## src/hdl/pwm_fade_in_out_ramp_macros.svh

```systemverilog
// Assertion macros for the PWM fade ramp block.
// Used by the top level only; needs clk and rst_n in scope where expanded.
`ifndef PWM_FADE_IN_OUT_RAMP_MACROS_SVH
`define PWM_FADE_IN_OUT_RAMP_MACROS_SVH

// Same-cycle implication, disabled while reset is asserted.
`define PFR_ASSERT_NOW(lbl, ante, cons, msg) \
  lbl: assert property (@(posedge clk) disable iff (!rst_n) (ante) |-> (cons)) else $error(msg);

// Next-cycle implication, disabled while reset is asserted.
`define PFR_ASSERT_NEXT(lbl, ante, cons, msg) \
  lbl: assert property (@(posedge clk) disable iff (!rst_n) (ante) |=> (cons)) else $error(msg);

`endif

```

## src/hdl/pfr_pkg.sv

```systemverilog
// Shared types, constants and state encodings for the PWM fade ramp block.
// No dependencies; imported by every module of the block.
package pfr_pkg;

  // Field widths.
  localparam int TIME_W = 63;
  localparam int LVL_W  = 8;
  localparam int FADE_W = 32;
  localparam int PROD_W = LVL_W + FADE_W;
  localparam int CFG_IDX_W = 8;

  // Digit-serial subtractor geometry: 8-bit digits over a 64-bit word.
  localparam int DIG_W = 8;
  localparam int SER_W = TIME_W + 1;
  localparam int N_DIG = SER_W / DIG_W;
  localparam int E_DIG = FADE_W / DIG_W;
  localparam int CNT_W = $clog2(N_DIG);

  // Restoring divider: one quotient bit per step.
  localparam int DIV_CNT_W = $clog2(LVL_W);

  // Reset values of the fade lengths, in microseconds.
  localparam logic [FADE_W-1:0] FADE_IN_DEF  = 32'd1000000;
  localparam logic [FADE_W-1:0] FADE_OUT_DEF = 32'd1000000;

  // Configuration register indexes.
  localparam logic [CFG_IDX_W-1:0] CFG_FADE_IN  = 8'd0;
  localparam logic [CFG_IDX_W-1:0] CFG_FADE_OUT = 8'd1;

  typedef logic [TIME_W-1:0]    time_t;
  typedef logic [LVL_W-1:0]     lvl_t;
  typedef logic [FADE_W-1:0]    fade_t;
  typedef logic [CFG_IDX_W-1:0] cfg_idx_t;

  // Fade phase of the ramp.
  typedef enum logic [2:0] {
    PH_IDLE = 3'd0,
    PH_RISE = 3'd1,
    PH_ON   = 3'd2,
    PH_FALL = 3'd3,
    PH_OFF  = 3'd4
  } phase_t;

  // Sequencer states of the top level.
  typedef enum logic [2:0] {
    ST_IDLE = 3'd0,
    ST_SUB  = 3'd1,
    ST_MUL  = 3'd2,
    ST_DIV  = 3'd3,
    ST_DONE = 3'd4
  } state_t;

  // Result of the elapsed-time unit.
  typedef struct packed {
    logic  lt;
    fade_t elapsed;
  } sub_res_t;

endpackage

```

## src/hdl/pfr_elapsed.sv

```systemverilog
// Digit-serial elapsed-time unit: computes now - start and compares it with the fade length.
// Depends on pfr_pkg.
module pfr_elapsed (
  input  logic              clk,
  input  logic              rst_n,
  input  logic              start,
  input  pfr_pkg::time_t    now,
  input  pfr_pkg::time_t    start_time,
  input  pfr_pkg::fade_t    fade,
  output logic              done,
  output pfr_pkg::sub_res_t res
);
  import pfr_pkg::*;

  logic [SER_W-1:0] a_r, b_r, f_r;
  logic             bw1_r, bw2_r, fnz_r;
  logic             busy_r, done_r;
  logic [CNT_W-1:0] cnt_r;
  fade_t            e_r;
  sub_res_t         res_r;
  logic [DIG_W:0]   d1, d2;
  logic             fnz_nxt;

  // Two chained digit subtractors: elapsed digit, then elapsed minus fade digit.
  always_comb begin
    d1 = {1'b0, a_r[DIG_W-1:0]} - {1'b0, b_r[DIG_W-1:0]} - (DIG_W+1)'(bw1_r);
    d2 = {1'b0, d1[DIG_W-1:0]} - {1'b0, f_r[DIG_W-1:0]} - (DIG_W+1)'(bw2_r);
    fnz_nxt = fnz_r | (|f_r[DIG_W-1:0]);
  end

  // Control: busy over all digits, done pulses after the last one.
  always_ff @(posedge clk) begin
    if (!rst_n) begin
      busy_r <= 1'b0;
      done_r <= 1'b0;
      cnt_r  <= '0;
    end else begin
      done_r <= 1'b0;
      if (start) begin
        busy_r <= 1'b1;
        cnt_r  <= '0;
      end else if (busy_r) begin
        cnt_r <= cnt_r + 1'b1;
        if (cnt_r == CNT_W'(N_DIG - 1)) begin
          busy_r <= 1'b0;
          done_r <= 1'b1;
        end
      end
    end
  end

  // Operand shift registers, least significant digit first.
  always_ff @(posedge clk) begin
    if (start) begin
      a_r   <= {1'b0, now};
      b_r   <= {1'b0, start_time};
      f_r   <= {{(SER_W-FADE_W){1'b0}}, fade};
      bw1_r <= 1'b0;
      bw2_r <= 1'b0;
      fnz_r <= 1'b0;
    end else if (busy_r) begin
      a_r   <= a_r >> DIG_W;
      b_r   <= b_r >> DIG_W;
      f_r   <= f_r >> DIG_W;
      bw1_r <= d1[DIG_W];
      bw2_r <= d2[DIG_W];
      fnz_r <= fnz_nxt;
      // Only the low digits of the elapsed time are kept.
      if (cnt_r < CNT_W'(E_DIG)) begin
        e_r <= {d1[DIG_W-1:0], e_r[FADE_W-1:DIG_W]};
      end
      // A negative difference counts as zero elapsed time.
      if (cnt_r == CNT_W'(N_DIG - 1)) begin
        res_r.lt      <= d1[DIG_W] ? fnz_nxt : d2[DIG_W];
        res_r.elapsed <= d1[DIG_W] ? '0 : e_r;
      end
    end
  end

  assign done = done_r;
  assign res  = res_r;

endmodule

```

## src/hdl/pfr_div.sv

```systemverilog
// Restoring divider, one quotient bit per cycle; the quotient must fit in LVL_W bits.
// Depends on pfr_pkg.
module pfr_div (
  input  logic                         clk,
  input  logic                         rst_n,
  input  logic                         start,
  input  logic [pfr_pkg::PROD_W-1:0]   num,
  input  pfr_pkg::fade_t               den,
  output logic                         done,
  output pfr_pkg::lvl_t                quo
);
  import pfr_pkg::*;

  fade_t                rem_r, den_r;
  lvl_t                 nlo_r, q_r;
  logic                 busy_r, done_r;
  logic [DIV_CNT_W-1:0] cnt_r;
  logic [FADE_W:0]      trial, diff;
  logic                 ge;

  // One trial subtraction per step.
  always_comb begin
    trial = {rem_r, nlo_r[LVL_W-1]};
    diff  = trial - {1'b0, den_r};
    ge    = !diff[FADE_W];
  end

  // Step control.
  always_ff @(posedge clk) begin
    if (!rst_n) begin
      busy_r <= 1'b0;
      done_r <= 1'b0;
      cnt_r  <= '0;
    end else begin
      done_r <= 1'b0;
      if (start) begin
        busy_r <= 1'b1;
        cnt_r  <= '0;
      end else if (busy_r) begin
        cnt_r <= cnt_r + 1'b1;
        if (cnt_r == DIV_CNT_W'(LVL_W - 1)) begin
          busy_r <= 1'b0;
          done_r <= 1'b1;
        end
      end
    end
  end

  // Remainder and quotient shift registers, most significant bit first.
  always_ff @(posedge clk) begin
    if (start) begin
      rem_r <= num[PROD_W-1:LVL_W];
      nlo_r <= num[LVL_W-1:0];
      den_r <= den;
      q_r   <= '0;
    end else if (busy_r) begin
      rem_r <= ge ? diff[FADE_W-1:0] : trial[FADE_W-1:0];
      nlo_r <= {nlo_r[LVL_W-2:0], 1'b0};
      q_r   <= {q_r[LVL_W-2:0], ge};
    end
  end

  assign done = done_r;
  assign quo  = q_r;

endmodule

```

## src/hdl/pwm_fade_in_out_ramp.sv

```systemverilog
// PWM fade ramp top level: sequencer, state, configuration and output register.
// Outside a fade step an input goes straight to the output register; a fade step first
// runs the 8-digit elapsed-time subtractor and, below the fade length, the 8-step divider.
// A new input is taken only once the previous result has gone to the output register.
// Reset (synchronous, rst_n low): idle phase, no power, start time 0, fade lengths 1000000 us.
// Depends on pfr_pkg, pfr_elapsed, pfr_div and pwm_fade_in_out_ramp_macros.svh.
`include "pwm_fade_in_out_ramp_macros.svh"

module pwm_fade_in_out_ramp #(
  parameter pfr_pkg::fade_t FADE_IN_RESET  = pfr_pkg::FADE_IN_DEF,
  parameter pfr_pkg::fade_t FADE_OUT_RESET = pfr_pkg::FADE_OUT_DEF
) (
  input  logic              clk,
  input  logic              rst_n,
  input  logic              in_valid,
  output logic              in_ready,
  input  pfr_pkg::time_t    in_time_now,
  input  pfr_pkg::lvl_t     in_level,
  input  logic              in_power_on,
  output logic              out_valid,
  input  logic              out_ready,
  output pfr_pkg::lvl_t     out_duty,
  input  logic              cfg_valid,
  output logic              cfg_ready,
  input  pfr_pkg::cfg_idx_t cfg_index,
  input  pfr_pkg::fade_t    cfg_data
);
  import pfr_pkg::*;

  state_t              state_r, state_nxt;
  phase_t              phase_r, phase_nxt;
  logic                prev_power_r, prev_nxt;
  time_t               start_time_r, start_nxt;
  fade_t               rise_len_r, fall_len_r, fade_sel;
  lvl_t                lvl_r, duty_r, duty_nxt, out_duty_r;
  logic [PROD_W-1:0]   prod_r;
  logic                out_valid_r;
  logic                fade_step, out_free, in_take;
  logic                sub_start, sub_done, div_start, div_done, out_load;
  sub_res_t            sub_res;
  lvl_t                div_q;

  // Shared decodes.
  assign fade_step = (in_power_on == prev_power_r) &&
                     (phase_r == PH_RISE || phase_r == PH_FALL);
  assign out_free  = !out_valid_r || out_ready;
  assign fade_sel  = (phase_r == PH_RISE) ? rise_len_r : fall_len_r;

  // Sequencer next state.
  always_comb begin
    state_nxt = state_r;
    case (state_r)
      ST_IDLE: if (in_valid) state_nxt = fade_step ? ST_SUB : ST_DONE;
      ST_SUB:  if (sub_done) state_nxt = sub_res.lt ? ST_MUL : ST_DONE;
      ST_MUL:  state_nxt = ST_DIV;
      ST_DIV:  if (div_done) state_nxt = ST_DONE;
      ST_DONE: if (out_free) state_nxt = ST_IDLE;
      default: state_nxt = ST_IDLE;
    endcase
  end

  // Sequencer outputs.
  always_comb begin
    in_ready  = 1'b0;
    div_start = 1'b0;
    out_load  = 1'b0;
    case (state_r)
      ST_IDLE: in_ready  = 1'b1;
      ST_MUL:  div_start = 1'b1;
      ST_DONE: out_load  = out_free;
      default: ;
    endcase
  end

  assign in_take   = in_valid && in_ready;
  assign sub_start = in_take && fade_step;

  // Phase, edge tracking and duty selection.
  always_comb begin
    phase_nxt = phase_r;
    prev_nxt  = prev_power_r;
    start_nxt = start_time_r;
    duty_nxt  = duty_r;
    if (in_take) begin
      prev_nxt = in_power_on;
      if (in_power_on != prev_power_r) begin
        start_nxt = in_time_now;
        if (in_power_on) begin
          phase_nxt = PH_RISE;
          duty_nxt  = '0;
        end else begin
          phase_nxt = PH_FALL;
          duty_nxt  = in_level;
        end
      end else begin
        case (phase_r)
          PH_ON:   duty_nxt = in_level;
          default: duty_nxt = '0;
        endcase
      end
    end else if (state_r == ST_SUB && sub_done && !sub_res.lt) begin
      // Fade length reached: settle into the steady phase.
      if (phase_r == PH_RISE) begin
        phase_nxt = PH_ON;
        duty_nxt  = lvl_r;
      end else begin
        phase_nxt = PH_OFF;
        duty_nxt  = '0;
      end
    end else if (state_r == ST_DIV && div_done) begin
      duty_nxt = (phase_r == PH_RISE) ? div_q : lvl_r - div_q;
    end
  end

  // Control state and configuration registers.
  always_ff @(posedge clk) begin
    if (!rst_n) begin
      state_r      <= ST_IDLE;
      phase_r      <= PH_IDLE;
      prev_power_r <= 1'b0;
      start_time_r <= '0;
      rise_len_r   <= FADE_IN_RESET;
      fall_len_r   <= FADE_OUT_RESET;
      out_valid_r  <= 1'b0;
    end else begin
      state_r      <= state_nxt;
      phase_r      <= phase_nxt;
      prev_power_r <= prev_nxt;
      start_time_r <= start_nxt;
      if (cfg_valid) begin
        case (cfg_index)
          CFG_FADE_IN:  rise_len_r <= cfg_data;
          CFG_FADE_OUT: fall_len_r <= cfg_data;
          default: ;
        endcase
      end
      if (out_load) begin
        out_valid_r <= 1'b1;
      end else if (out_ready) begin
        out_valid_r <= 1'b0;
      end
    end
  end

  // Payload registers.
  always_ff @(posedge clk) begin
    duty_r <= duty_nxt;
    if (in_take) begin
      lvl_r <= in_level;
    end
    if (state_r == ST_SUB && sub_done) begin
      prod_r <= PROD_W'(lvl_r) * PROD_W'(sub_res.elapsed);
    end
    if (out_load) begin
      out_duty_r <= duty_r;
    end
  end

  // Elapsed time and comparison against the active fade length.
  pfr_elapsed u_elapsed (
    .clk        (clk),
    .rst_n      (rst_n),
    .start      (sub_start),
    .now        (in_time_now),
    .start_time (start_time_r),
    .fade       (fade_sel),
    .done       (sub_done),
    .res        (sub_res)
  );

  // level * elapsed / fade.
  pfr_div u_div (
    .clk   (clk),
    .rst_n (rst_n),
    .start (div_start),
    .num   (prod_r),
    .den   (fade_sel),
    .done  (div_done),
    .quo   (div_q)
  );

  assign out_valid = out_valid_r;
  assign out_duty  = out_duty_r;
  assign cfg_ready = 1'b1;

  // Checks on the sequencer and its units.
  `PFR_ASSERT_NOW(a_sub_done_state, sub_done, state_r == ST_SUB, "elapsed unit done outside SUB")
  `PFR_ASSERT_NOW(a_div_done_state, div_done, state_r == ST_DIV, "divider done outside DIV")
  `PFR_ASSERT_NOW(a_sub_in_fade, sub_start, phase_r == PH_RISE || phase_r == PH_FALL, "no fade")
  `PFR_ASSERT_NEXT(a_edge_direct, in_take && (in_power_on != prev_power_r), state_r == ST_DONE, "edge not direct")

endmodule
```

## config.mk

```make
export PLATFORM = sky130hd
export DESIGN_NAME = pwm_fade_in_out_ramp
export DESIGN_NICKNAME = d
export VERILOG_FILES = /design/src/hdl/pfr_pkg.sv /design/src/hdl/pfr_elapsed.sv /design/src/hdl/pfr_div.sv /design/src/hdl/pwm_fade_in_out_ramp.sv
export VERILOG_INCLUDE_DIRS = /design/src /design/src/hdl
export SDC_FILE = /design/constraint.sdc
export NUM_CORES = 2
export LEC_CHECK = 0
export BUFFER_PORTS_ARGS = -buffer_cell sky130_fd_sc_hd__buf_2
export CAP_MARGIN = 25
export CORE_MARGIN = 5
export CORE_UTILIZATION = 51
export CTS_BUF_LIST = sky130_fd_sc_hd__clkbuf_8 sky130_fd_sc_hd__clkbuf_16
export CTS_CLUSTER_SIZE = 8
export DETAILED_ROUTE_END_ITERATION = 16
export GPL_TIMING_DRIVEN = 0
export PLACE_DENSITY = 0.75
export SLEW_MARGIN = 0
export SYNTH_ARGS = -nofsm -noshare
export SYNTH_HDL_FRONTEND = slang
export SYNTH_SLANG_ARGS = --single-unit
```

## constraint.sdc

```tcl
create_clock -name clk -period 11 [get_ports clk]
set_input_delay 2.2 -clock clk [delete_from_list [all_inputs] [get_ports clk]]
set_output_delay 2.2 -clock clk [all_outputs]
set_load 0.02 [all_outputs]
```

# Yosys cells after proc, flatten, opt, wreduce, memory -nomap -nowiden
# Cells that the tools add are included.
dict set report totals {
  romBits 0
  latchBits 0
  in_bits 117
  ff_bits 515
  ram_bits 0
  mem_count 0
  word_cells 138
}
dict set report op_classes {
  add_sub_neg 8
  shifts 0
  muxes 46
  n_mul 1
  n_eq_ne 17
  bitwise 5
  n_reduce_logical 30
  n_lt_le_gt_ge 1
  div_mod_pow 0
}
# op n
set ops {}
lappend ops {{$mux 63} 4}
lappend ops {{$mux 32} 6}
lappend ops {{$mux 8} 10}
lappend ops {{$mul 8x32->40} 1}
lappend ops {{$sub 33x32->33} 1}
lappend ops {{$mux 3} 10}
lappend ops {{$sub 8x8->9} 2}
lappend ops {{$sub 9x1->9} 2}
lappend ops {{$pmux 3 s5} 1}
lappend ops {{$mux 1} 14}
lappend ops {{$eq 3x2->1 const B} 4}
lappend ops {{$eq 3x3->1 const B} 3}
lappend ops {{$eq 8x1->1 const B} 1}
lappend ops {{$logic_not 8->1} 1}
lappend ops {{$reduce_and 2->1} 4}
lappend ops {{$reduce_bool 2->1} 4}
lappend ops {{$reduce_or 8->1} 1}
lappend ops {{$sub 8x8->8} 1}
lappend ops {{$add 3x1->3 const B} 2}
lappend ops {{$eq 3x1->1 const B} 2}
lappend ops {{$logic_and 1x1->1} 6}
lappend ops {{$ne 2x1->1 const B} 3}
lappend ops {{$reduce_and 3->1} 2}
lappend ops {{$reduce_or 3->1} 2}
lappend ops {{13 further kinds} 21}

# Longest topological paths before layout
dict set report logic_depth {
  word_depth 6
  ltp_mapped 20
  ltp_nobuf 19
}

# Hierarchy
# Synthesis repeated with hierarchy kept, for this count alone.
dict set report unflattened {
  cells_unflattened 2965
  hier_area_um2 31562.8
}
# mod area_per_inst_um2 cells_per_inst seq_area_each_um2 instances
set by_module_without_submodules {}
lappend by_module_without_submodules {pwm_fade_in_out_ramp 16125.5 1829 4624.4 1}
lappend by_module_without_submodules {pfr_elapsed 9904.5 587 6856.6 1}
lappend by_module_without_submodules {pfr_div 5532.8 549 2422.3 1}

# Least setup slack after synthesis
# Ideal clock, no wire load.
dict set report synth_timing {
  kind {input-to-reg}
  start {input in_power_on}
  end {register u_elapsed.a_r[0] (enable)}
  path_buffers 1
  cell_stages 5
  path_slack_ps 3833
  setup_time_ps 546
  t_required_ps 10454
  t_arrival_ps 6622
  path_cell_list {xor2_1 > nor2_1 > nand2_1 > clkbuf_1 > nand2b_1}
}
dict set report synth_between {
  elab_chain_cells 4
}
# item line_no
set synth_rtl {}
lappend synth_rtl {{from (decl)} pwm_fade_in_out_ramp.sv:19} ;# input logic in_power_on,
lappend synth_rtl {{$eq 1x1->1} pwm_fade_in_out_ramp.sv:44} ;# assign fade_step = (in_power_on == prev_power_r) &&
lappend synth_rtl {{$logic_and 1x1->1} pwm_fade_in_out_ramp.sv:44}
lappend synth_rtl {{$logic_and 1x1->1} pwm_fade_in_out_ramp.sv:76} ;# assign sub_start = in_take && fade_step;
lappend synth_rtl {{$reduce_bool 2->1 (no line)} -}
lappend synth_rtl {{to (signal assigned)} pfr_elapsed.sv:55} ;# a_r <= {1'b0, now};
lappend synth_rtl {{to (signal assigned)} pfr_elapsed.sv:62} ;# a_r <= a_r >> DIG_W;
lappend synth_rtl {{to (decl)} pfr_elapsed.sv:15} ;# logic [SER_W-1:0] a_r, b_r, f_r;
# Every way passes these cells.
# A chain may end at the register's enable or synchronous reset.

# Final worst setup path
dict set report layout_timing {
  start {register lvl_r[7]}
  end {register prod_r[35], data pin}
}
dict set report layout_between {
  elab_chain_cells 1
}
# item line_no
set layout_rtl {}
lappend layout_rtl {{from (decl)} pwm_fade_in_out_ramp.sv:35} ;# lvl_t lvl_r, duty_r, duty_nxt, out_duty_r;
lappend layout_rtl {{from (signal assigned)} pwm_fade_in_out_ramp.sv:149} ;# lvl_r <= in_level;
lappend layout_rtl {{$mul 8x32->40} pwm_fade_in_out_ramp.sv:152} ;# prod_r <= PROD_W'(lvl_r) * PROD_W'(sub_res.elapsed);
lappend layout_rtl {{to (signal assigned)} pwm_fade_in_out_ramp.sv:152}
lappend layout_rtl {{to (decl)} pwm_fade_in_out_ramp.sv:36} ;# logic [PROD_W-1:0] prod_r;
# Every way passes these cells.

==> metrics list <==
- Unique cell type count in the Yosys netlist: ~70
- From synthesis to final layout, the design area changed by 12.86%.
- Core region area: about 60000 um2
- Between clock sinks in the finished design, the worst skew comes to 0.02556 ns.
* Number of port buffers: ~130
* Nature of the critical path startpoint: register
- Ranking of synthesized cells by instance count: sky130_fd_sc_hd__nand2_1 (826), sky130_fd_sc_hd__edfxtp_1 (359), sky130_fd_sc_hd__inv_1 (270), sky130_fd_sc_hd__and2_1 (237), sky130_fd_sc_hd__fa_1 (184)
- Leading post-synthesis cells by cell area: sky130_fd_sc_hd__edfxtp_1 (35%), sky130_fd_sc_hd__fa_1 (12%), sky130_fd_sc_hd__dfxtp_1 (10%), sky130_fd_sc_hd__nand2_1 (10%), sky130_fd_sc_hd__ha_1 (5.3%)
- Total power of the final layout: slightly below 9 mW
- Largest voltage drop on the vdd net: roughly 0.20 mV
- Pin count of the biggest net entering global routing: 50
- Critical path arrival: just under 7 ns
- Once detail routing completed, the nets flagged for antenna violations numbered 0.
* Class of the most critical hold timing path: reg2reg
* Required time reported for the critical path endpoint: 11.34 ns
- Setup violations remaining at the end of the flow were counted as 0.
- Std-Cell Rows: 90
- On the final layout, the worst hold slack is 0.4197 ns.
- The first global-routing pass estimated 119.1 mm of wire.
- The number of endpoints with negative hold slack in the final report is 0.
- In the synthesized netlist the dominant register cell turns out to be sky130_fd_sc_hd__edfxtp_1.
- Clock latency on the worst-skew pair, taken at its later pin, is around 0.6 ns.
* Slew headroom: between 30% and 40%
- Clock tree synthesis found a total of 515 sinks.
* Antenna violations before repair: 12
- Adding up every negative setup slack in the final design gives 0 ns.
- Post-CTS setup buffer count: 0
* Via count of the first global-routing pass: about 22000
- TritonCTS created 74 clock buffers.
* Max Buffers Root-to-Sink: 3
* Critical path peak fanout: 10
- Cell with the most instances after synthesis: sky130_fd_sc_hd__nand2_1
- The root buffer cell chosen for the clock tree is sky130_fd_sc_hd__clkbuf_16.
- Global routing usage summed across all routing layers: a little under a quarter
* Via-to-Cell Ratio: about 5.4
- When the netlist entered floorplanning its net count stood at approximately 3500.
* Post-synthesis sequential element count: between 500 and 600
* Max-cap violations: 0
- For this block, the initial DRC count from the detailed router was about 1800.
- Die area: 65290 um2
* CTS tree: built
* Synthesized area divided by synthesized cell count: 9.979 um2
- The flow ran to the end, and the final reports show no timing, DRC or antenna violations.
- Remaining global-route overflow: 0
* Pins Over Slew Limit: 0
- The clock tree synthesis step divided the H-tree into 3 levels.
* DRC: 0
- After the last flow step, the layout net total stands at 3720.
* Last weighted congestion value of the routability-driven placer: 0.9059
- In the synthesized netlist the async set-or-reset flop fraction comes to 0%.
- Unrepaired setup endpoints after global routing: no
* Final core utilization: a little under 60%
- STA classifies the critical path endpoint as a register.
- Detailed placement finished with a half-perimeter wire length of 57.47 mm.
- Total of cells resized after clock tree synthesis: 0
- Sequential fraction of the synthesis area: approximately 45%
* Leak pwr: around 15 nW
* Starting density of the core: around half
* Die Span Y: between 200 and 300 um
- The mapped netlist covers around 31000 um2.
* Number of buffers added to fix hold violations after cts: 0
- Clock transition at path regs: approximately 0.06 ns
* Total via count after detailed routing: roughly 22000
- Class of the most critical setup path: reg2reg
* Count of warnings emitted by yosys: 0
- In the final layout, the share of cells above drive strength 1 is ~8.3%.
- In the final routed layout, each cell accounts on average for 18.26 um.
- Power density over the cells: between 200 and 300 nW/um2
* Post-route minimum period: 6.449 ns
- At the pin with the least slew margin, the transition time is around 0.96 ns.
- Pin placement for this block handled ~130 I/O pins.
- The die is ~260 um wide.
- Maximum achievable frequency: 0.1551 GHz
- After detailed routing, the total wire length is between 70 and 80 mm.
- Share of the clock period used by the worst path after layout: 58.63%
- Number of iterations in the first detailed-routing pass: 6
* Number of enable flip-flop cells after synthesis: approximately 360
* Count of mapped cells out of synthesis: between 3000 and 4000
- Post-synthesis cell type with the largest combined area: sky130_fd_sc_hd__edfxtp_1
- The top cell type by area accounts for between 30% and 40% of the synthesized area.
[sequential cells by signal (all words and copies together) (netlist names), 8 cells and up]
register,flops
start_time_r,63
u_elapsed.a_r,63
u_elapsed.b_r,63
prod_r,40
u_elapsed.res,33
fall_len_r,32
rise_len_r,32
u_div.den_r,32
u_div.rem_r,32
u_elapsed.e_r,32
u_elapsed.f_r,32
duty_r,8
lvl_r,8
out_duty,8
u_div.nlo_r,8
u_div.quo,8
[power by group]
group          leakage [nW]  internal [mW]  switching (mW)
clock network          1.21           1.23           0.839
logic                  9.14           1.71            2.50
registers              4.49           2.48          0.0914
[worst max-delay path, stage by stage, from the launching register on]
cell	delay (ns)
sky130_fd_sc_hd__edfxtp_1	0.31
sky130_fd_sc_hd__clkbuf_1	0.44
sky130_fd_sc_hd__clkbuf_1	0.52
sky130_fd_sc_hd__and2_1	0.23
sky130_fd_sc_hd__fa_1	0.44
sky130_fd_sc_hd__fa_1	0.47
sky130_fd_sc_hd__fa_1	0.49
sky130_fd_sc_hd__inv_1	0.05
sky130_fd_sc_hd__fa_1	0.47
sky130_fd_sc_hd__inv_1	0.06
sky130_fd_sc_hd__ha_1	0.36
sky130_fd_sc_hd__and3_1	0.25
sky130_fd_sc_hd__nand4_1	0.13
sky130_fd_sc_hd__or2_2	0.34
sky130_fd_sc_hd__a211oi_1	0.57
sky130_fd_sc_hd__o311a_1	0.31
sky130_fd_sc_hd__a31oi_1	0.15
sky130_fd_sc_hd__o21ai_1	0.30
sky130_fd_sc_hd__a31oi_1	0.15
sky130_fd_sc_hd__xnor2_1	0.14
[final timing paths]
kind                       startpoint               endpoint  slack, ns  depth (start not counted)
setup reg to reg   lvl_r[7]$_DFFE_PP_   prod_r[35]$_DFFE_PP_       4.55                         19
hold reg to reg   duty_r[5]$_DFFE_PP_  out_duty[5]$_DFFE_PP_       0.42                          0
setup / recovery   lvl_r[7]$_DFFE_PP_   prod_r[35]$_DFFE_PP_       4.55                         19
hold / removal    duty_r[5]$_DFFE_PP_  out_duty[5]$_DFFE_PP_       0.42                          0
[routing by layer]
layer / GRT usage (%) / vias up / routed length (um)
met1: 29.96 / 10840 / 31570
met4: 6.687 / 6 / 1846
met5: 0 / - / 41
li1: - / 10570 / -
met3: 3.956 / 127 / 4714
met2: 38.75 / 661 / 37150
[layout make-up]
type | count | area (um2)
Timing Repair Buffer | 132 | 764.5
Inverter | 271 | 1017
Sequential cell | 515 | 13900
Antenna cell | 4 | 10.01
Tap cell | 782 | 978.4
Multi-Input combinational cell | 2157 | 15300
Clock buffer | 75 | 1877
Buffer | 138 | 554.3
Fill cell | 5011 | 25320
Clock inverter | 51 | 292.8
[per-stage QoR]
stage                     instance area, um2  setup slack, ns  instances
after floorplan                        30740            3.833       3081
after global placement                 32350            1.412       3988
after detailed placement               32520            4.689       3995
after CTS                              34690            4.648       4121
after global routing                   34690            4.255       4122
final                                  34700            4.551       4125
[cells in the final DEF (no fill, tap or decap), types with 18 or more instances in the layout]
cell | netlist | routed
sky130_fd_sc_hd__nand2_1 | 826 | 826
sky130_fd_sc_hd__edfxtp_1 | 359 | 359
sky130_fd_sc_hd__mux2i_1 | 42 | 42
sky130_fd_sc_hd__a21boi_0 | 118 | 118
sky130_fd_sc_hd__a21oi_1 | 90 | 90
sky130_fd_sc_hd__and2_1 | 237 | 237
sky130_fd_sc_hd__buf_2 | 3 | 128
sky130_fd_sc_hd__and3_1 | 26 | 25
sky130_fd_sc_hd__xnor2_1 | 48 | 48
sky130_fd_sc_hd__mux2_2 | 34 | 34
sky130_fd_sc_hd__xor2_1 | 31 | 31
sky130_fd_sc_hd__o21ai_0 | 63 | 63
sky130_fd_sc_hd__o21ai_1 | 20 | 20
sky130_fd_sc_hd__ha_1 | 130 | 130
sky130_fd_sc_hd__clkbuf_16 | 0 | 75
sky130_fd_sc_hd__nand3_1 | 24 | 24
sky130_fd_sc_hd__nor2_1 | 73 | 71
sky130_fd_sc_hd__fa_1 | 184 | 184
sky130_fd_sc_hd__dfxtp_1 | 156 | 156
sky130_fd_sc_hd__a21o_1 | 34 | 34
sky130_fd_sc_hd__clkbuf_1 | 122 | 121
sky130_fd_sc_hd__inv_1 | 270 | 314
sky130_fd_sc_hd__nand2b_1 | 20 | 18
[cell families after synthesis]
family,synth area share (%)
flops,45.22
fa+ha+maj,17.30
simple gates,18.29
xor+xnor,2.340
compound gates,9.116
mux,2.613
other cells,0.01220
buf+inv,5.107
Note: power is estimated with default switching activity, not from simulation.
